$ cat src/hdl/sbda_pkg.sv
package sbda_pkg;

	localparam int VALUE_WIDTH_DEF = 32;
	// double-dabble steps per pipeline stage
	localparam int BITS_PER_STAGE = 4;

	localparam logic [7:0] CHAR_ZERO  = 8'd48;
	localparam logic [7:0] CHAR_MINUS = 8'd45;

	localparam logic [3:0] DABBLE_LIMIT = 4'd5;
	localparam logic [3:0] DABBLE_ADD   = 4'd3;

	// decimal digits of 2**(w-1), the largest magnitude; 0.30103 ~ log10(2)
	function automatic int num_digits(input int w);
		return ((w - 1) * 30103) / 100000 + 1;
	endfunction

endpackage

$ cat src/hdl/sbda_conv.sv
// Binary magnitude to BCD: negate, double-dabble stages, leading-digit search.
module sbda_conv #(
	parameter int VALUE_WIDTH = sbda_pkg::VALUE_WIDTH_DEF
) (
	input  logic                                 clk,
	input  logic                                 arst_n,
	input  logic                                 up_valid,
	output logic                                 up_ready,
	input  logic signed [VALUE_WIDTH-1:0]        value,
	output logic                                 dn_valid,
	input  logic                                 dn_ready,
	output logic                                 dn_neg,
	output logic [$clog2(sbda_pkg::num_digits(VALUE_WIDTH))-1:0] dn_lead,
	output logic [4*sbda_pkg::num_digits(VALUE_WIDTH)-1:0]       dn_bcd
);

	localparam int W   = VALUE_WIDTH;
	localparam int ND  = sbda_pkg::num_digits(W);
	localparam int BW  = 4 * ND;
	localparam int IW  = $clog2(ND);
	localparam int BPS = sbda_pkg::BITS_PER_STAGE;
	localparam int NST = (W + BPS - 1) / BPS;

	logic          en;
	logic          v_s1;
	logic          neg_s1;
	logic [W-1:0]  mag_s1;

	logic          dd_v_s   [1:NST];
	logic          dd_neg_s [1:NST];
	logic [BW-1:0] dd_bcd_s [1:NST];
	logic [W-1:0]  dd_bin_s [1:NST];

	logic [BW-1:0] stg_bcd_in [1:NST];
	logic [W-1:0]  stg_bin_in [1:NST];
	logic [BW-1:0] stg_bcd_nx [1:NST];
	logic [W-1:0]  stg_bin_nx [1:NST];

	logic          v_sl;
	logic          neg_sl;
	logic [IW-1:0] lead_sl;
	logic [BW-1:0] bcd_sl;
	logic [IW-1:0] lead_nx;

	// whole pipe advances together; stalls only when the tail is held
	assign en       = !v_sl || dn_ready;
	assign up_ready = en;

	genvar k;
	generate
		for (k = 1; k <= NST; k++) begin : g_stg
			localparam int LO    = (k - 1) * BPS;
			localparam int STEPS = ((W - LO) < BPS) ? (W - LO) : BPS;

			if (k == 1) begin : g_first
				assign stg_bcd_in[k] = '0;
				assign stg_bin_in[k] = mag_s1;
			end else begin : g_rest
				assign stg_bcd_in[k] = dd_bcd_s[k-1];
				assign stg_bin_in[k] = dd_bin_s[k-1];
			end

			logic [BW-1:0] b;
			logic [W-1:0]  m;
			always_comb begin
				b = stg_bcd_in[k];
				m = stg_bin_in[k];
				for (int j = 0; j < BPS; j++) begin
					if (j < STEPS) begin
						for (int d = 0; d < ND; d++) begin
							if (b[d*4 +: 4] >= sbda_pkg::DABBLE_LIMIT) begin
								b[d*4 +: 4] = b[d*4 +: 4] + sbda_pkg::DABBLE_ADD;
							end
						end
						b = {b[BW-2:0], m[W-1]};
						m = {m[W-2:0], 1'b0};
					end
				end
				stg_bcd_nx[k] = b;
				stg_bin_nx[k] = m;
			end
		end
	endgenerate

	// index of the top nonzero digit, zero when all digits are zero
	always_comb begin
		lead_nx = '0;
		for (int d = 0; d < ND; d++) begin
			if (dd_bcd_s[NST][d*4 +: 4] != 4'd0) begin
				lead_nx = IW'(d);
			end
		end
	end

	always_ff @(posedge clk or negedge arst_n) begin
		if (!arst_n) begin
			v_s1 <= 1'b0;
			for (int i = 1; i <= NST; i++) begin
				dd_v_s[i] <= 1'b0;
			end
			v_sl <= 1'b0;
		end else if (en) begin
			v_s1 <= up_valid;
			dd_v_s[1] <= v_s1;
			for (int i = 2; i <= NST; i++) begin
				dd_v_s[i] <= dd_v_s[i-1];
			end
			v_sl <= dd_v_s[NST];
		end
	end

	always_ff @(posedge clk) begin
		if (en) begin
			neg_s1 <= value[W-1];
			mag_s1 <= value[W-1] ? (~value + 1'b1) : value;
			dd_neg_s[1] <= neg_s1;
			for (int i = 2; i <= NST; i++) begin
				dd_neg_s[i] <= dd_neg_s[i-1];
			end
			for (int i = 1; i <= NST; i++) begin
				dd_bcd_s[i] <= stg_bcd_nx[i];
				dd_bin_s[i] <= stg_bin_nx[i];
			end
			neg_sl  <= dd_neg_s[NST];
			lead_sl <= lead_nx;
			bcd_sl  <= dd_bcd_s[NST];
		end
	end

	assign dn_valid = v_sl;
	assign dn_neg   = neg_sl;
	assign dn_lead  = lead_sl;
	assign dn_bcd   = bcd_sl;

endmodule

$ cat src/hdl/sbda_ser.sv
// Serializer: sign then digits from the top nonzero one, into an output register.
module sbda_ser #(
	parameter int VALUE_WIDTH = sbda_pkg::VALUE_WIDTH_DEF
) (
	input  logic                                 clk,
	input  logic                                 arst_n,
	input  logic                                 up_valid,
	output logic                                 up_ready,
	input  logic                                 up_neg,
	input  logic [$clog2(sbda_pkg::num_digits(VALUE_WIDTH))-1:0] up_lead,
	input  logic [4*sbda_pkg::num_digits(VALUE_WIDTH)-1:0]       up_bcd,
	output logic                                 char_valid,
	input  logic                                 char_ready,
	output logic [7:0]                           character,
	output logic                                 last
);

	localparam int ND = sbda_pkg::num_digits(VALUE_WIDTH);
	localparam int BW = 4 * ND;
	localparam int IW = $clog2(ND);

	logic          busy_q;
	logic          neg_q;
	logic [IW-1:0] idx_q;
	logic [BW-1:0] bcd_q;
	logic          ovld_q;
	logic [7:0]    char_q;
	logic          last_q;

	logic out_free;
	logic emit;
	logic finishing;
	logic load;

	assign out_free  = !ovld_q || char_ready;
	assign emit      = busy_q && out_free;
	assign finishing = emit && !neg_q && (idx_q == '0);
	assign up_ready  = !busy_q || finishing;
	assign load      = up_valid && up_ready;

	always_ff @(posedge clk or negedge arst_n) begin
		if (!arst_n) begin
			busy_q <= 1'b0;
			ovld_q <= 1'b0;
		end else begin
			if (emit) begin
				ovld_q <= 1'b1;
			end else if (char_ready) begin
				ovld_q <= 1'b0;
			end
			if (load) begin
				busy_q <= 1'b1;
			end else if (finishing) begin
				busy_q <= 1'b0;
			end
		end
	end

	always_ff @(posedge clk) begin
		if (emit) begin
			if (neg_q) begin
				char_q <= sbda_pkg::CHAR_MINUS;
				last_q <= 1'b0;
			end else begin
				char_q <= sbda_pkg::CHAR_ZERO + {4'd0, bcd_q[idx_q*4 +: 4]};
				last_q <= (idx_q == '0);
			end
		end
		// a load only meets an emit on the final digit, whose cursor is done
		if (load) begin
			neg_q <= up_neg;
			idx_q <= up_lead;
			bcd_q <= up_bcd;
		end else if (emit) begin
			if (neg_q) begin
				neg_q <= 1'b0;
			end else begin
				idx_q <= idx_q - 1'b1;
			end
		end
	end

	assign char_valid = ovld_q;
	assign character  = char_q;
	assign last       = last_q;

endmodule

$ cat src/hdl/signed_binary_to_decimal_ascii_top.sv
// Path: a taken word passes the input register, the double-dabble stage registers and the
//   leading-digit register, then loads into the serializer and its output register.
// Throughput: one character per cycle while char_ready is high; a word gives 1 to 11
//   characters at 32 bits, sent one at a time through the single-character output register.
// Reset: arst_n low clears all valid bits and the serializer at once; no result is pending.
//
// Structure
//   sbda_conv : stage 1 takes sign and magnitude (two's complement negate, the most
//               negative value comes out as its unsigned magnitude). Then ceil(W/4)
//               double-dabble stages, up to four shift/add-3 steps each, build the BCD digits.
//               A last stage finds the top nonzero digit so leading zeros are skipped;
//               an all-zero value points at digit 0 and gives a single '0'.
//               The whole pipe shares one advance enable, so a stall holds every stage
//               and nothing is lost or repeated. A new word may enter every cycle the
//               tail is free.
//   sbda_ser  : holds one converted word, emits '-' for negatives, then the digits from
//               the top nonzero one down, marking the final digit with last. It loads
//               the next word in the same cycle its final character goes out, and the
//               output register lets that happen as the previous character is taken.
module signed_binary_to_decimal_ascii_top #(
	parameter int VALUE_WIDTH = sbda_pkg::VALUE_WIDTH_DEF
) (
	input  logic                          clk,
	input  logic                          arst_n,
	input  logic                          value_valid,
	output logic                          value_ready,
	input  logic signed [VALUE_WIDTH-1:0] value,
	output logic                          char_valid,
	input  logic                          char_ready,
	output logic [7:0]                    character,
	output logic                          last
);

	localparam int ND = sbda_pkg::num_digits(VALUE_WIDTH);
	localparam int IW = $clog2(ND);

	// converted word between the pipe and the serializer
	logic            cv_valid;
	logic            cv_ready;
	logic            cv_neg;
	logic [IW-1:0]   cv_lead;
	logic [4*ND-1:0] cv_bcd;

	sbda_conv #(
		.VALUE_WIDTH(VALUE_WIDTH)
	) u_conv (
		.clk      (clk),
		.arst_n   (arst_n),
		.up_valid (value_valid),
		.up_ready (value_ready),
		.value    (value),
		.dn_valid (cv_valid),
		.dn_ready (cv_ready),
		.dn_neg   (cv_neg),
		.dn_lead  (cv_lead),
		.dn_bcd   (cv_bcd)
	);

	sbda_ser #(
		.VALUE_WIDTH(VALUE_WIDTH)
	) u_ser (
		.clk        (clk),
		.arst_n     (arst_n),
		.up_valid   (cv_valid),
		.up_ready   (cv_ready),
		.up_neg     (cv_neg),
		.up_lead    (cv_lead),
		.up_bcd     (cv_bcd),
		.char_valid (char_valid),
		.char_ready (char_ready),
		.character  (character),
		.last       (last)
	);

endmodule

$ cat config.mk
export PLATFORM = sky130hd
export DESIGN_NAME = signed_binary_to_decimal_ascii_top
export DESIGN_NICKNAME = d
export VERILOG_FILES = /design/src/hdl/sbda_pkg.sv /design/src/hdl/sbda_conv.sv /design/src/hdl/sbda_ser.sv /design/src/hdl/signed_binary_to_decimal_ascii_top.sv
export SDC_FILE = /design/constraint.sdc
export NUM_CORES = 1
export LEC_CHECK = 0
export BUFFER_PORTS_ARGS = -buffer_cell sky130_fd_sc_hd__buf_2
export CAP_MARGIN = 25
export CORE_ASPECT_RATIO = 1.1
export CORE_MARGIN = 2
export CORE_UTILIZATION = 40
export DETAILED_ROUTE_END_ITERATION = 8
export GPL_TIMING_DRIVEN = 0
export PLACE_DENSITY_LB_ADDON = 0.1
export SETUP_SLACK_MARGIN = 0.4
export SLEW_MARGIN = 20
export SYNTH_ARGS = -nofsm -noshare
export SYNTH_HDL_FRONTEND = slang
export SYNTH_HIERARCHICAL = 1
export SYNTH_SLANG_ARGS = --single-unit
$ cat constraint.sdc
create_clock -name clk -period 16.9 [get_ports clk]
set_input_delay 3.38 -clock clk [delete_from_list [all_inputs] [get_ports clk]]
set_output_delay 3.38 -clock clk [all_outputs]
set_load 0.02 [all_outputs]
# == After elaboration in Yosys (flattened, before gate mapping) ==
# Memory sizes are Yosys's and may differ from the RTL's. A register that Yosys moved wholly into a read port is not among the register bits.
# Cells that the tools add are included.
# word_totals
ff_bits,143
ramBits,552
input_bits,36
output_inout_bits,11
elab_cells,936
mem_count,3
# classes
addsub,289
n_lt_le_gt_ge,286
n_eq_ne,1
shifts,1
mux,306
bitwise,1
reduce_logical,26
# memory_table
memory,depth,word_bits,read_ports,rd_ports_with_merged_regs,write_ports,line,rtl
u_conv.dd_bcd_s,8,40,8,0,8,sbda_conv.sv:31,logic [BW-1:0] dd_bcd_s [1:NST];
u_conv.dd_bin_s,8,28,7,0,8,sbda_conv.sv:32,logic [W-1:0] dd_bin_s [1:NST];
u_conv.dd_neg_s,8,1,8,1,8,sbda_conv.sv:30,logic dd_neg_s [1:NST];
# ops
cell,n
">= comparator 4 x 3 -> 1 bit, second input constant",283
2-to-1 mux 4 bit,258
"adder 4 x 2 -> 4 bit, second input constant",255
2-to-1 mux 3 bit,35
"adder 3 x 2 -> 3 bit, second input constant",28
variable part select 40 x 7 -> 4 bit,1
nonzero test 4 bit,9
"adder 32 x 1 -> 32 bit, second input constant",1
NOT 32 bit,1
2-to-1 mux 31 bit,1
2-to-1 mux 1 bit,10
"adder 6 x 4 -> 7 bit, first input constant",1
"adder 1 x 2 -> 3 bit, both inputs constant",2
">= comparator 1 x 3 -> 1 bit, both inputs constant",2
nonzero test 2 bit,3
logical AND 1 bit,4
zero test 1 bit,4
zero test 4 bit,1
2-to-1 mux 2 bit,2
"subtractor 4 x 1 -> 4 bit, second input constant",1
"adder 1 x 2 -> 3 bit, second input constant",1
">= comparator 1 x 3 -> 1 bit, second input constant",1
logical OR 1 bit,3
"inequality test 2 bit, second input constant",1
other kinds (2),2

# == Longest topological paths before layout ==
# Gate-level depths: netlist of run 1.
# An unclocked memory read counts as a cell.
# depth
word_depth,10
ltp_mapped,19
ltp_nobuf,19

# == Hierarchy ==
# The synthesis of run 1 kept the hierarchy.
# modules_own_cells
mod,instances,cells_per_inst,area_each_um2,seq_area_each_um2
sbda_conv,1,3273,29881.2,11751.3
sbda_ser,1,135,2263.4,1581.5

# == Least setup slack after synthesis of run 1 ==
# No wires, ideal clock.
# synth_path
path_type,input to output
start,input port char_ready
end,output port value_ready
arrival_ps,11423
t_required_ps,13520
slack_ps,2097
path_stages,6
path_buffers,1
path_cell_list,or2b_2 > nand2_1 > nand2_1 > nor2b_1 > buf_1 > inv_1
# synth_between
elab_chain_len,6
# synth_rtl
item,line,rtl
"start, declared",signed_binary_to_decimal_ascii_top.sv:29,"input logic char_ready,"
logical OR 1 bit,sbda_ser.sv:35,assign out_free = !ovld_q || char_ready;
logical AND 1 bit,sbda_ser.sv:36,assign emit = busy_q && out_free;
logical AND 1 bit (2 in series),sbda_ser.sv:37,assign finishing = emit && !neg_q && (idx_q == '0);
logical OR 1 bit,sbda_ser.sv:38,assign up_ready = !busy_q || finishing;
named net cv_ready,signed_binary_to_decimal_ascii_top.sv:39,logic cv_ready;
logical OR 1 bit,sbda_conv.sv:46,assign en = !v_sl || dn_ready;
"end, declared",signed_binary_to_decimal_ascii_top.sv:26,"output logic value_ready,"
# The timed path passes the listed nets, and every way through them passes these cells.

# == Final worst setup path of run 1 ==
# Same ends and word-level chain as after synthesis.

==> run metrics, run 1 <==
status finished, final reports clean; clock latency on the worst-skew pair 630 ps; IO Port Bufs 43; Placement Rows roughly 110; Final Hold Viols 0; synth warn 6; Reg2Reg Launch Point u_conv/dd_bcd_s[0][104]$_DFFE_PP_; post-route minimum period 9220 ps; Synth Flop Type edfxtp_1; pins over their slew limit 0; post-route core utilization 44.4%; Die Y 301 µm; Placed Area 33800 µm²; Post-CTS Setup Bufs 0; setup ws final between 7000 and 8000 ps; Leakage between 10 and 15 nW; 1st-iter DRT viols 1362; gr ovfl total 0; die span in x roughly 270 µm; # setup viols final 0; Distinct cells, synth 109; worst reg2reg path depth 14; Max clock buf depth 3; post_cts resized 0; vias approximately 26000; Async SR Flop Fraction 2.69%; GPL Wtd Cong 0.815; first-pass GRT wire length 111000 µm; Slew @ Worst Pin about 810 ps; Worst Skew 49.5 ps; drt drc 0; area delta synth->final 10.4%; die area 82600 µm²; worst hold path cell count 0; Power Density 111 nW/µm²; initial antenna violation count 0; Worst Setup End Kind output port; Final #Nets roughly 3700; RR Endpoint u_conv/dd_bcd_s[0][155]$_DFFE_PP_; number of synthesized flops with an enable pin roughly 430; Tot Pwr 3.94 mW; Initial DRT Pass Iterations 7; Reg clk slew, reported paths 60 ps; Clk Tree Root Cell clkbuf_16; WL final 64800 µm; worst slack, placed 7720 ps; R2R Setup Slk 12380 ps; worst path cell trace buf_2 -> or2b_2 -> nand2_1 -> nand2_1 -> nor2b_1 -> buf_1 -> inv_8 -> buf_16 -> buf_2; post-route ant nets 0; RSZ-0062 raised after global routing false; required time worst endpoint 13520 ps; Slew headroom roughly 46%; cell area after synthesis approximately 32000 µm²; post-DP HPWL 46900 µm; Core Area between 70000 and 80000 µm²; Seq/Total Area, Yosys between 40% and 50%; CP Data Arrival Time slightly below 6000 ps; CTS tree yes; min-delay src u_conv/dd_bin_s[0][63]$_DFFE_PP_; syn_area_per_cell 9.43 µm²; worst hold-check path type reg2reg; highest clock rate 108 MHz; Final Cycle Share between 50% and 60%; CTS Hold Buffers Added 0; pin count of the biggest net entering global routing 97; WS Path Type in2out; design area 35500 µm²; boundary pin count 47; GRT Total Usage 15.4%; DR WL/cell between 10 and 15 µm; Worst VDD drop 0.0916 mV; hold path endpoint u_conv/dd_bin_s[0][91]$_DFFE_PP_; CP Max Fanout 96; Slowest Stage Delay on Critical Path roughly 520 ps; initial cell density of the core 40.2%; post-DR vias/cell 5.60; vias in the first global route 24383; flops & latches, synth 446; Num CTS Buffers between 50 and 60; Critical Path Slowest Stage Cell buf_1; share of layout cells above drive strength 1 8.20%; H-tree levels 2; Inserted Diodes 0; Mapped Cells 3408; CP Launch Type input port; clk sink count 446; Fin Setup TNS 0 ps; Max Cap Viol 0
per-stage QoR:
step                hold WS, ps  instances
floorplan                   400       3409
global placement            401       4506
detailed placement          405       4511
CTS                         408       4603
global route                415       4603
finish                      407       4603
cells in the final DEF (no fill, tap or decap), types with 16 or more instances in the layout:
| cell type | n |
|---|---|
| a22oi_1 | 25 |
| edfxtp_1 | 434 |
| nor2b_1 | 47 |
| and2_1 | 18 |
| o32ai_1 | 25 |
| inv_1 | 199 |
| a211oi_1 | 53 |
| o21ai_0 | 287 |
| buf_2 | 52 |
| a31oi_1 | 57 |
| clkbuf_1 | 90 |
| o21a_1 | 62 |
| a21o_1 | 34 |
| o21bai_1 | 28 |
| o21ai_1 | 35 |
| clkbuf_16 | 54 |
| nor3b_1 | 31 |
| xnor2_1 | 131 |
| xor2_1 | 32 |
| nor2_1 | 264 |
| o22ai_1 | 44 |
| a211o_1 | 24 |
| a2bb2oi_1 | 16 |
| or2_2 | 22 |
| nand2b_1 | 82 |
| a21oi_1 | 275 |
| nand2_1 | 288 |
| nand3_1 | 54 |
| mux2_2 | 61 |
| o211ai_1 | 39 |
| o31ai_1 | 26 |
| ha_1 | 145 |
| nor3_1 | 67 |
| mux2i_1 | 74 |
| or3_1 | 25 |
synth_stat cells, drive strengths merged (47+ instances only):
| cell type | count | area [µm²] |
|---|---|---|
| edfxtp | 434 | 13000 |
| o21ai | 324 | 1630 |
| nand2 | 288 | 1080 |
| a21oi | 277 | 1390 |
| nor2 | 264 | 991 |
| inv | 202 | 758 |
| ha | 145 | 1810 |
| xnor2 | 131 | 1150 |
| clkbuf | 88 | 334 |
| nand2b | 82 | 513 |
| mux2i | 74 | 741 |
| nor3 | 67 | 335 |
| mux2 | 66 | 758 |
| o21a | 62 | 465 |
| a31oi | 59 | 390 |
| a211oi | 55 | 423 |
| nand3 | 54 | 270 |
| nor2b | 47 | 294 |
critical path, delay by kind of cell:
kind                   cells  cell delay (ps)
AND/OR/NAND/NOR            4              670
buffers and inverters      5             1580
report_power, final:
group / switching, mW / internal, mW / leakage, nW
sequential: 0.0388 / 1.37 / 4.08
combinational: 0.859 / 0.591 / 7.99
clock: 0.471 / 0.619 / 0.803
how the worst max path moves through the flow:
stage               startpoint          end  slack (ps)  cells past startpoint
floorplan           char_ready  value_ready        2100                      6
global placement    char_ready  value_ready       -2730                      8
detailed placement  char_ready  value_ready        7720                      9
CTS                 char_ready  value_ready        7710                      9
global route        char_ready  value_ready        7570                      9
finish              char_ready  value_ready        7680                      9
flip-flops by register name (all words and copies together) (netlist names):
signal	flops
u_ser/character	5
u_ser/char_valid	1
u_ser/last	1
u_conv/dd_neg_s	8
u_conv/dn_neg	1
u_ser/neg_q	1
u_ser/busy_q	1
u_conv/dd_v_s	8
u_conv/v_s1	1
u_conv/mag_s1	32
u_conv/dn_bcd	40
u_conv/dn_valid	1
u_conv/dn_lead	4
u_conv/dd_bcd_s	185
u_conv/dd_bin_s	112
u_conv/neg_s1	1
u_ser/bcd_q	40
u_ser/idx_q	4
cell type report:
| class | count | area [µm²] |
|---|---|---|
| Inverter | 203 | 769 |
| Fill cell | 7608 | 44400 |
| Clock buffer | 59 | 1370 |
| Sequential cell | 446 | 13300 |
| Buffer | 110 | 480 |
| Tap cell | 1054 | 1320 |
| Timing Repair Buffer | 48 | 345 |
| Clock inverter | 33 | 299 |
| Multi-Input combinational cell | 2650 | 17600 |
cells by family (layout without fill, tap and decap cells):
group / count (synthesis) / in the layout / synth area share, %
XOR/XNOR: 164 / 164 / 4.51
AO/OA/AOI/OAI: 1214 / 1214 / 24.7
flip-flops: 446 / 446 / 41.5
adder cells (fa/ha/maj): 154 / 154 / 5.92
buffers and inverters: 313 / 453 / 3.87
AND/OR/NAND/NOR: 972 / 972 / 14.6
multiplexers: 143 / 143 / 4.87
other: 2 / 3 / 0.0234
routing by layer:
layer	part of all wire (%)	track usage, %
met3	3.2	1.99
met1	44	18.6
met2	51	28.7
met5	0	0
met4	1.8	3.92
Note: power is estimated with default switching activity, not from simulation.
==> run 2: changes to the inputs <==
==> constraint.sdc (replaced) <==
create_clock -name clk -period 9.3 [get_ports clk]
set_input_delay 1.86 -clock clk [delete_from_list [all_inputs] [get_ports clk]]
set_output_delay 1.86 -clock clk [all_outputs]
set_load 0.02 [all_outputs]
==> run 2 against run 1 <==
Via count is 0.58% higher; combinational power is 83% higher; final cell count is 0.30% higher; wire length is 2.2% higher; critical path depth is 2 higher; flip-flop and latch count stayed put; die area stayed put; design area is 0.66% higher; register-to-register slack worse by 7600 ps; utilization is 0.29 points higher.
==> run metrics, run 2 (synthesis gave the netlist of run 1 again) <==
status finished, final reports clean; share of layout cells above drive strength 1 8.34% (+0.14 points); FF+latch area 13300 µm² (unchanged); biggest regs u_conv/dd_bcd_s x185, u_conv/dd_bin_s x112; worst path cell trace buf_2 -> or2b_2 -> nand2_1 -> nand2_1 -> nor2b_1 -> buf_4 -> clkinvlp_4 -> buf_12 -> buf_12 -> buf_12 -> buf_2; Core Area 79900 µm² (unchanged); Placement Rows 109 (unchanged); die area 82600 µm² (unchanged); worst reg2reg path depth 15 (+1); Initial DRT Pass Iterations 5 (-2); Final Cycle Share 66.3%; CP Data Arrival Time 4310 ps (-1530 ps); Power Density 204 nW/µm² (+84%); Max clock buf depth 3 (unchanged); Max Cap Viol 0 (unchanged); RSZ-0062 raised after global routing false; Inserted Diodes 0 (unchanged); post-DP HPWL 48300 µm (+3.1%); area of the multi-input gates 17600 µm² (unchanged); GRT Total Usage 15.8% (+0.37 points); boundary pin count 47 (unchanged); Worst VDD drop 0.149 mV (+63%); commonest non-fill, non-tap cell in the layout edfxtp_1; Num CTS Buffers 54 (unchanged); required time worst endpoint 7440 ps (-6080 ps); initial antenna violation count 0 (unchanged); pin count of the biggest net entering global routing 39 (-60%); DR WL/cell 14.3 µm (+1.9%); RR Endpoint u_conv/dd_bcd_s[0][155]$_DFFE_PP_; post-route minimum period 6170 ps; Clk Tree Root Cell clkbuf_16; post_cts resized 0 (unchanged); Worst Setup End Kind output port; Post-CTS Setup Bufs 0 (unchanged); CTS tree yes; Slew @ Worst Pin 888 ps (+77.0 ps); gr ovfl total 0 (unchanged); die span in x 274 µm (unchanged); Die Y 301 µm (unchanged); R2R Setup Slk 4760 ps (-7620 ps); CP Launch Type input port; Fill cells 7593 (-0.20%); Reg2Reg Launch Point u_conv/dd_bcd_s[0][108]$_DFFE_PP_; first-pass GRT wire length 113000 µm (+2.1%); drt drc 0 (unchanged); Final #Nets 3702 (+0.22%); clk sink count 446 (unchanged); CP Launch Point char_ready; vias in the first global route 24606 (+0.91%); CTS Hold Buffers Added 0 (unchanged); Tot Pwr 7.29 mW (+85%); Worst Skew 29.2 ps (-20.3 ps); post-route ant nets 0 (unchanged); Slew headroom 40.2% (-5.4 points); highest clock rate 162 MHz; GPL Wtd Cong 0.859 (+5.4%); Leakage 13.0 nW (+0.75%); area delta synth->final 11.1%; initial cell density of the core 40.2% (unchanged); CP Max Fanout 34 (-65%); Critical Path Slowest Stage Cell clkinvlp_4; vias 25942 (+0.58%); Biggest register u_conv/dd_bcd_s; design area 35700 µm² (+0.66%); Slowest Stage Delay on Critical Path 480 ps (-40 ps); 1st-iter DRT viols 1603 (+18%); worst hold-check path type reg2reg; setup ws final 3130 ps (-4550 ps); Placed Area 34000 µm² (+0.41%); worst slack, placed 3090 ps (-4630 ps); Final Hold Viols 0 (unchanged); max FFs per register 185 (unchanged); Worst Setup EP value_ready; pins over their slew limit 0 (unchanged); cell repeated most along the worst path buf_12; # setup viols final 0 (unchanged); most frequent cells in the layout edfxtp_1 (434), nand2_1 (288), o21ai_0 (287); H-tree levels 2 (unchanged); clock latency on the worst-skew pair 620 ps (about the same); WL final 66200 µm (+2.2%); Reg clk slew, reported paths 60 ps (about the same); Fin Setup TNS 0 ps (unchanged); post-DR vias/cell 5.62 (+0.27%); IO Port Bufs 43 (unchanged); WS Path Type in2out
## run 2: stage by stage
stage          hold WS [ps]  utilization (%)  cells
2_1_floorplan           400                -   3409
3_3_place_gp            400             42.2   4506
3_5_place_dp            405             42.5   4519
4_1_cts                 411             44.7   4617
5_1_grt                 420             44.7   4617
6_report                414             44.7   4617
## run 2: metal layers
layer / up-vias / part of all wire [%] / global-route usage (%)
met5: - / 0 / 0
met4: 0 / 2.1 / 4.06
met3: 109 / 3.3 / 2.09
met2: 446 / 51 / 29.4
met1: 12259 / 44 / 18.9
li1: 13128 / - / -
## run 2: worst min-delay path by stage
stage | cells past startpoint | startpoint | slack (ps) | to
2_1_floorplan | 0 | u_conv/mag_s1[28]$_DFFE_PP_ | 400 | u_conv/dd_bcd_s[0][0]$_DFFE_PP_
3_3_place_gp | 0 | u_conv/mag_s1[25]$_DFFE_PP_ | 400 | u_conv/dd_bin_s[0][49]$_DFFE_PP_
3_5_place_dp | 0 | u_conv/mag_s1[28]$_DFFE_PP_ | 400 | u_conv/dd_bcd_s[0][0]$_DFFE_PP_
4_1_cts | 0 | u_conv/dd_bin_s[0][118]$_DFFE_PP_ | 410 | u_conv/dd_bin_s[0][146]$_DFFE_PP_
5_1_grt | 0 | u_conv/dd_bin_s[0][117]$_DFFE_PP_ | 420 | u_conv/dd_bin_s[0][145]$_DFFE_PP_
6_report | 0 | u_conv/dd_bin_s[0][118]$_DFFE_PP_ | 410 | u_conv/dd_bin_s[0][146]$_DFFE_PP_
## run 2: critical path, delay by kind of cell
kind	cells	cell delay, ps
buf+inv	7	1720
simple gates	4	670
## run 2: cell type report
type                            count  area share (%)
Clock inverter                     33            1.05
Sequential cell                   446            37.3
Buffer                            110            1.36
Multi-Input combinational cell   2650            49.2
Timing Repair Buffer               56            1.35
Clock buffer                       65            3.90
Inverter                          203            2.14
Tap cell                         1054            3.69
## run 2: report_power, final
part	switching [mW]	internal [mW]	total [mW]
Combinational	1.57	1.08	2.65
Clock	0.872	1.22	2.09
Sequential	0.0711	2.48	2.55
Total	2.51	4.78	7.29
